File: src/hw/rtl/bnp_pkg.sv
package bnp_pkg;

  // Store depth and derived widths
  localparam int MAX_DIGITS = 32;
  localparam int ADDR_W     = $clog2(MAX_DIGITS);
  localparam int CNT_W      = 6;
  localparam int VALUE_W    = 31;
  localparam int DIGIT_W    = 6;
  localparam int RADIX_W    = 6;
  localparam int RECIP_W    = 32;
  localparam int PROD_W     = VALUE_W + RECIP_W;
  localparam int IN_DATA_W  = 32;
  localparam int OUT_DATA_W = 8;

  localparam logic [RADIX_W-1:0] RADIX_MIN   = 6'd2;
  localparam logic [RADIX_W-1:0] RADIX_MAX   = 6'd36;
  localparam logic [RADIX_W-1:0] RADIX_RESET = 6'd10;

  typedef enum logic [2:0] {
    ST_IDLE,
    ST_MUL,
    ST_FIX,
    ST_RD,
    ST_CMP,
    ST_DONE
  } state_t;

  // Commands from the controller to the datapath
  typedef struct packed {
    logic load;
    logic mul;
    logic fix;
    logic rd;
    logic cmp;
    logic pub;
  } cmd_t;

  // Status from the datapath to the controller
  typedef struct packed {
    logic quot_zero;
    logic pairs_done;
    logic mismatch;
  } status_t;

  // Clamp the radix register into the supported range
  function automatic logic [RADIX_W-1:0] eff_radix(input logic [RADIX_W-1:0] r);
    logic [RADIX_W-1:0] e;
    if (r < RADIX_MIN) begin
      e = RADIX_MIN;
    end else if (r > RADIX_MAX) begin
      e = RADIX_MAX;
    end else begin
      e = r;
    end
    return e;
  endfunction

  // floor(2^32 / radix); the quotient estimate is then exact or one short
  function automatic logic [RECIP_W-1:0] recip(input logic [RADIX_W-1:0] r);
    logic [RECIP_W-1:0] m;
    case (r)
      6'd2:    m = 32'd2147483648;
      6'd3:    m = 32'd1431655765;
      6'd4:    m = 32'd1073741824;
      6'd5:    m = 32'd858993459;
      6'd6:    m = 32'd715827882;
      6'd7:    m = 32'd613566756;
      6'd8:    m = 32'd536870912;
      6'd9:    m = 32'd477218588;
      6'd10:   m = 32'd429496729;
      6'd11:   m = 32'd390451572;
      6'd12:   m = 32'd357913941;
      6'd13:   m = 32'd330382099;
      6'd14:   m = 32'd306783378;
      6'd15:   m = 32'd286331153;
      6'd16:   m = 32'd268435456;
      6'd17:   m = 32'd252645135;
      6'd18:   m = 32'd238609294;
      6'd19:   m = 32'd226050910;
      6'd20:   m = 32'd214748364;
      6'd21:   m = 32'd204522252;
      6'd22:   m = 32'd195225786;
      6'd23:   m = 32'd186737708;
      6'd24:   m = 32'd178956970;
      6'd25:   m = 32'd171798691;
      6'd26:   m = 32'd165191049;
      6'd27:   m = 32'd159072862;
      6'd28:   m = 32'd153391689;
      6'd29:   m = 32'd148102320;
      6'd30:   m = 32'd143165576;
      6'd31:   m = 32'd138547332;
      6'd32:   m = 32'd134217728;
      6'd33:   m = 32'd130150524;
      6'd34:   m = 32'd126322567;
      6'd35:   m = 32'd122713351;
      6'd36:   m = 32'd119304647;
      default: m = 32'd429496729;
    endcase
    return m;
  endfunction

endpackage

File: src/hw/rtl/bnp_ctrl.sv
module bnp_ctrl (
  input  logic             clk,
  input  logic             rst_n,
  input  logic             in_tvalid,
  output logic             in_tready,
  output logic             out_tvalid,
  input  logic             out_tready,
  input  bnp_pkg::status_t status,
  output bnp_pkg::cmd_t    cmd
);
  import bnp_pkg::*;

  state_t state_r;
  state_t state_nxt;
  logic   out_valid_r;
  logic   out_valid_nxt;
  logic   out_free;

  assign out_free   = !out_valid_r || out_tready;
  assign out_tvalid = out_valid_r;

  // Next state
  always_comb begin
    state_nxt = state_r;
    case (state_r)
      ST_IDLE: begin
        if (in_tvalid) state_nxt = ST_MUL;
      end
      ST_MUL: state_nxt = ST_FIX;
      ST_FIX: begin
        state_nxt = status.quot_zero ? ST_RD : ST_MUL;
      end
      ST_RD: begin
        state_nxt = status.pairs_done ? ST_DONE : ST_CMP;
      end
      ST_CMP: begin
        state_nxt = status.mismatch ? ST_DONE : ST_RD;
      end
      ST_DONE: begin
        if (out_free) state_nxt = ST_IDLE;
      end
      default: state_nxt = ST_IDLE;
    endcase
  end

  // Outputs
  always_comb begin
    cmd       = '0;
    in_tready = 1'b0;
    case (state_r)
      ST_IDLE: begin
        in_tready = 1'b1;
        cmd.load  = in_tvalid;
      end
      ST_MUL:  cmd.mul = 1'b1;
      ST_FIX:  cmd.fix = 1'b1;
      ST_RD:   cmd.rd  = !status.pairs_done;
      ST_CMP:  cmd.cmp = 1'b1;
      ST_DONE: cmd.pub = out_free;
      default: cmd     = '0;
    endcase
  end

  // Hold the result valid until the transfer completes
  always_comb begin
    out_valid_nxt = out_valid_r;
    if (cmd.pub) begin
      out_valid_nxt = 1'b1;
    end else if (out_tready) begin
      out_valid_nxt = 1'b0;
    end
  end

  always_ff @(posedge clk) begin
    if (!rst_n) begin
      state_r     <= ST_IDLE;
      out_valid_r <= 1'b0;
    end else begin
      state_r     <= state_nxt;
      out_valid_r <= out_valid_nxt;
    end
  end

endmodule

File: src/hw/rtl/bnp_dp.sv
module bnp_dp (
  input  logic                               clk,
  input  logic                               rst_n,
  input  logic                               cfg_we,
  input  logic [bnp_pkg::RADIX_W-1:0]        cfg_wdata,
  input  logic [bnp_pkg::IN_DATA_W-1:0]      in_tdata,
  input  bnp_pkg::cmd_t                      cmd,
  output bnp_pkg::status_t                   status,
  output logic [bnp_pkg::OUT_DATA_W-1:0]     out_tdata
);
  import bnp_pkg::*;

  logic [RADIX_W-1:0]  radix_r;
  logic [RADIX_W-1:0]  base_r;
  logic [RECIP_W-1:0]  recip_r;
  logic [VALUE_W-1:0]  rest_r;
  logic [PROD_W-1:0]   prod_r;
  logic [CNT_W-1:0]    count_r;
  logic [CNT_W-1:0]    pair_r;
  logic                ovf_r;
  logic                sym_r;
  logic [DIGIT_W-1:0]  rd_lo_r;
  logic [DIGIT_W-1:0]  rd_hi_r;
  logic                pal_out_r;
  logic [CNT_W-1:0]    cnt_out_r;

  logic [DIGIT_W-1:0]  store_mem [MAX_DIGITS];

  logic [VALUE_W-1:0]          q_est;
  logic [VALUE_W+RADIX_W-1:0]  q_mul;
  logic [RADIX_W:0]            rem_raw;
  logic                        rem_fix;
  logic [RADIX_W:0]            rem;
  logic [VALUE_W-1:0]          quot;
  logic                        store_ok;
  logic [CNT_W-1:0]            hi_idx;

  // Radix register
  always_ff @(posedge clk) begin
    if (!rst_n) begin
      radix_r <= RADIX_RESET;
    end else if (cfg_we) begin
      radix_r <= cfg_wdata;
    end
  end

  // Correct the quotient estimate with one compare and subtract
  assign q_est   = prod_r[PROD_W-1:RECIP_W];
  assign q_mul   = {{RADIX_W{1'b0}}, q_est} * {{VALUE_W{1'b0}}, base_r};
  assign rem_raw = rest_r[RADIX_W:0] - q_mul[RADIX_W:0];
  assign rem_fix = rem_raw >= {1'b0, base_r};
  assign rem     = rem_fix ? rem_raw - {1'b0, base_r} : rem_raw;
  assign quot    = q_est + {{(VALUE_W-1){1'b0}}, rem_fix};

  assign store_ok = 32'(count_r) < MAX_DIGITS;
  assign hi_idx   = count_r - 1'b1 - pair_r;

  assign status.quot_zero  = quot == '0;
  assign status.pairs_done = ovf_r || (pair_r >= (count_r >> 1));
  assign status.mismatch   = rd_lo_r != rd_hi_r;

  // Digit extraction and pair compare
  always_ff @(posedge clk) begin
    if (cmd.load) begin
      base_r  <= eff_radix(radix_r);
      recip_r <= recip(eff_radix(radix_r));
      rest_r  <= in_tdata[VALUE_W-1:0];
      count_r <= '0;
      pair_r  <= '0;
      ovf_r   <= 1'b0;
      sym_r   <= 1'b1;
    end
    if (cmd.mul) begin
      prod_r <= {{RECIP_W{1'b0}}, rest_r} * {{VALUE_W{1'b0}}, recip_r};
    end
    if (cmd.fix) begin
      rest_r  <= quot;
      count_r <= count_r + 1'b1;
      if (!store_ok) ovf_r <= 1'b1;
    end
    if (cmd.cmp) begin
      pair_r <= pair_r + 1'b1;
      if (status.mismatch) sym_r <= 1'b0;
    end
    if (cmd.pub) begin
      pal_out_r <= sym_r && !ovf_r;
      cnt_out_r <= count_r;
    end
  end

  // Digit store: one write port, two registered read ports
  always_ff @(posedge clk) begin
    if (cmd.fix && store_ok) begin
      store_mem[count_r[ADDR_W-1:0]] <= rem[DIGIT_W-1:0];
    end
    if (cmd.rd) begin
      rd_lo_r <= store_mem[pair_r[ADDR_W-1:0]];
      rd_hi_r <= store_mem[hi_idx[ADDR_W-1:0]];
    end
  end

  assign out_tdata = {1'b0, cnt_out_r, pal_out_r};

endmodule

File: src/hw/rtl/base_n_palindrome_check_unit.sv
// Channel | Handshake          | Payload (lowest bit up)
// in      | in_tvalid/tready   | in_tdata: value[30:0], zero pad
// out     | out_tvalid/tready  | out_tdata: is_palindrome, digit_count[5:0], zero pad
// cfg     | cfg_we             | cfg_wdata: radix[5:0]
//
// One item at a time: each digit takes a reciprocal multiply, then a correct and
// store step; each mirrored pair is read from the digit store, then compared;
// the last pair check, the publish and the accept follow. The check ends early
// when a pair differs.
// Reset (synchronous, active low) sets radix to 10 and empties the result stage.
// A waiting result does not block the next accept; a finished item holds until
// the output register is free.
module base_n_palindrome_check_unit (
  input  logic                               clk,
  input  logic                               rst_n,
  input  logic                               in_tvalid,
  output logic                               in_tready,
  input  logic [bnp_pkg::IN_DATA_W-1:0]      in_tdata,   // value[30:0], pad
  output logic                               out_tvalid,
  input  logic                               out_tready,
  output logic [bnp_pkg::OUT_DATA_W-1:0]     out_tdata,  // is_palindrome, digit_count, pad
  input  logic                               cfg_we,
  input  logic [bnp_pkg::RADIX_W-1:0]        cfg_wdata   // radix
);
  import bnp_pkg::*;

  cmd_t    cmd;
  status_t status;

  bnp_ctrl u_ctrl (
    .clk        (clk),
    .rst_n      (rst_n),
    .in_tvalid  (in_tvalid),
    .in_tready  (in_tready),
    .out_tvalid (out_tvalid),
    .out_tready (out_tready),
    .status     (status),
    .cmd        (cmd)
  );

  bnp_dp u_dp (
    .clk       (clk),
    .rst_n     (rst_n),
    .cfg_we    (cfg_we),
    .cfg_wdata (cfg_wdata),
    .in_tdata  (in_tdata),
    .cmd       (cmd),
    .status    (status),
    .out_tdata (out_tdata)
  );

endmodule
File: config.mk
export PLATFORM = sky130hd
export DESIGN_NAME = base_n_palindrome_check_unit
export DESIGN_NICKNAME = d
export VERILOG_FILES = /design/src/hw/rtl/bnp_pkg.sv /design/src/hw/rtl/bnp_ctrl.sv /design/src/hw/rtl/bnp_dp.sv /design/src/hw/rtl/base_n_palindrome_check_unit.sv
export SDC_FILE = /design/constraint.sdc
export NUM_CORES = 2
export LEC_CHECK = 0
export BUFFER_PORTS_ARGS = -buffer_cell sky130_fd_sc_hd__buf_2
export CAP_MARGIN = 20
export CORE_ASPECT_RATIO = 0.5
export CORE_MARGIN = 4
export CORE_UTILIZATION = 65
export DETAILED_ROUTE_END_ITERATION = 16
export GPL_ROUTABILITY_DRIVEN = 0
export PLACE_DENSITY = 0.82
export SLEW_MARGIN = 15
export SYNTH_ARGS = -nofsm -noshare
export SYNTH_HDL_FRONTEND = slang
export SYNTH_SLANG_ARGS = --single-unit
File: constraint.sdc
create_clock -name clk -period 10.5 [get_ports clk]
set_clock_uncertainty 0.05 [all_clocks]
set_input_delay 0.525 -clock clk [delete_from_list [all_inputs] [get_ports clk]]
set_output_delay 0.525 -clock clk [all_outputs]
set_load 0.005 [all_outputs]
==> impl_metrics.toml <==
[synthesis]
ys_types = 82
netlist_area_um2 = 48700
synth_edf_count = 323
synth-main-ff-cell = "edfxtp_1"
synth-seq-area-share = 0.204
syn_area_per_cell_um2 = 10.5
yosys-top-cells-count = "fa_1, inv_1, nand2_1"
synth_most_common_cell = "fa_1"
yosysTopAreaCell = "fa_1"
synth_async_sr_flop_share = 0
yosys_warnings = 0
ys_top_cells_by_area = "fa_1, edfxtp_1, ha_1"
synth_seq_cells = 335
syn_inst = 4632
synthDominantCellAreaShare = 0.361
synth_fp_nets = 5863

[placement]
dpl.hpwl_um = 91600
numPortBuffers = 50

[flow_run]
drv_cap = 0

[clock_tree]
clockBufferDepth = 3
htree_levels = 2
root_buffer = "clkbuf_16"
clock-sinks = 335
postCtsSetupRepairBufs = 0
clkLatencyLatePin_ns = 0.56
cts.repair.resized = 0
cts_tree = "done"
cts_buffers = 35
clk_pin_slew_worst_paths_ns = 0.06
cts_hold_buf = 0

[global_routing]
grt_pass1_vias = 37100
grtUsageTotal = 0.317
antenna_found_initial = 1
grt_overflow = 0
grt_pass1_wl_um = 198000
grt_max_degree = 68

[floorplanning]
die_area_um2 = 79700
chipHeight_um = 202
initial_core_util = 0.661
rows = 70
ioPinCount = 53
coreArea_um2 = 73700
die_x_um = 395

[sta]
slew-limit-headroom = 0.249
fmax_mhz = 110
tightestPinTransition_ns = 1.13
final.period_utilization = 0.863
setup_tns_ns = 0
hold_violations = 0
maxSlewViolCount = 0
rsz0062_at_grt = "no"
setup_violations = 0
final.min_clock_period_ns = 9.07

[finish]
multi_input_area_um2 = 34500
final_nets = 5767
layout-drive-gt1-share = 0.0781
area_delta_synth_final_pct = 4.62
n_antenna_cell = 0
fillers = 5156
final-seq-area_um2 = 9940

[critical_path]
slowest_delay_ns = 1.08
crit_fanout = 22
path_cells = "buf_4 -> and2_1 -> fa_1 -> fa_1 -> inv_1 -> fa_1 -> fa_1 -> inv_1 -> fa_1 -> fa_1 -> fa_1 -> fa_1 -> ha_1 -> nand2_1 -> o21ai_0 -> a21oi_1 -> a21oi_1 -> o211ai_2 -> o2111ai_2 -> a41oi_2 -> o31ai_1 -> a21oi_1 -> xnor2_1"
worstPathArrival_ns = 9.31
critPathBufInv = 3
crit_slowest_cell = "edfxtp_1"
end_kind = "flip-flop"
crit_family = "adder cells"
crit_type = "reg2reg"
cp.required_ns = 10.74
start_kind = "flip-flop"
cpMostUsedCell = "fa_1"

[detailed_routing]
postRouteAntennaNets = 0
drt_iter0_markers = 3725
drt_pre_antenna_iters = 7
met2_length_um = 57700
vias = 33800
viasPerCell = 6.08
wire_per_inst_um = 21.7
met3_length_um = 12700
drc_errors = 0
wl_um = 121000
top_layer = "met5"
wl_met1_um = 44200

[run_status]
outcome = "completed"

[min_path]
hold_path.class = "in2reg"
per-stage QoR:
step | std cells | util | cell area, µm² | setup WS (ns) | hold WS [ns]
2_1_floorplan | 4632 | - | 48700 | 2.95 | 0.374
3_3_place_gp | 5504 | 0.677 | 49800 | 1.80 | 0.419
3_5_place_dp | 5505 | 0.677 | 49800 | 1.62 | 0.446
4_1_cts | 5563 | 0.691 | 50900 | 1.60 | 0.131
5_1_grt | 5565 | 0.692 | 51000 | 1.20 | 0.164
6_report | 5565 | 0.692 | 51000 | 1.43 | 0.153
worst min-delay path, cell delays in order:
cell and delay [ns]:
buf_2 0.07, mux2i_1 0.06, nand2_1 0.06
state kept, by name (all words and copies together), names as in the netlist:
register and flops:
u_dp.rest_r 31, u_dp.rd_hi_r 6, u_dp.radix_r 6, u_dp.pair_r 6
u_dp.pal_out_r 1, u_dp.recip_r 32, u_dp.sym_r 1, u_dp.base_r 6
u_dp.rd_lo_r 6, u_dp.cnt_out_r 6, u_ctrl.out_tvalid 1, u_dp.count_r 6
u_dp.ovf_r 1, u_dp.store_mem 192, u_ctrl.state_r 3, u_dp.prod_r 31
final timing paths:
| path | slack (ns) | cells after the start | from | end |
|---|---|---|---|---|
| max | 1.43 | 23 | u_dp.rest_r[12] | u_dp.prod_r[56] |
| min | 0.15 | 3 | cfg_wdata[3] | u_dp.radix_r[3] |
| max reg2reg | 1.43 | 23 | u_dp.rest_r[12] | u_dp.prod_r[56] |
| min reg2reg | 0.45 | 2 | u_dp.sym_r | u_dp.sym_r |
area by class of cell:
class / instances / share of cell area
clock inverters: 15 / 0.00331
flip-flops and latches: 335 / 0.195
inverters: 867 / 0.0638
well taps: 1008 / 0.0247
clock buffers: 43 / 0.0178
repair buffers: 137 / 0.0186
multi-input cells: 3160 / 0.677
cells in the final DEF (no fill, tap or decap), types with 78 or more instances in the layout:
cell type and instances:
ha_1 308, o21ai_0 78, nor2_1 112, nand2_1 598
buf_4 84, fa_1 878, and2_1 544, mux4_2 120
edfxtp_1 323, inv_1 865
cell families (layout without fill, tap and decap cells):
logic type | count (synthesis) | in the layout | synth area share
AOI/OAI and AO/OA | 317 | 317 | 0.0427
xor gates and xnor gates | 113 | 113 | 0.0203
and+or+nand+nor | 1399 | 1399 | 0.143
other | 1 | 1 | 0.0000770
buffers and inverters | 1137 | 1062 | 0.0890
muxes | 141 | 141 | 0.0601
DFF | 335 | 335 | 0.204
adders and majority gates | 1189 | 1189 | 0.441
per-layer routing:
| metal | up-vias | global-route usage |
|---|---|---|
| met2 | 1970 | 0.519 |
| met4 | 2 | 0.137 |
| met3 | 403 | 0.0687 |
| met5 | - | 0 |
| li1 | 14200 | - |
| met1 | 17200 | 0.412 |
Power is left out: the tool's default activity adds up to more than one toggle a clock period on the data nets, which glitch-free logic cannot reach.
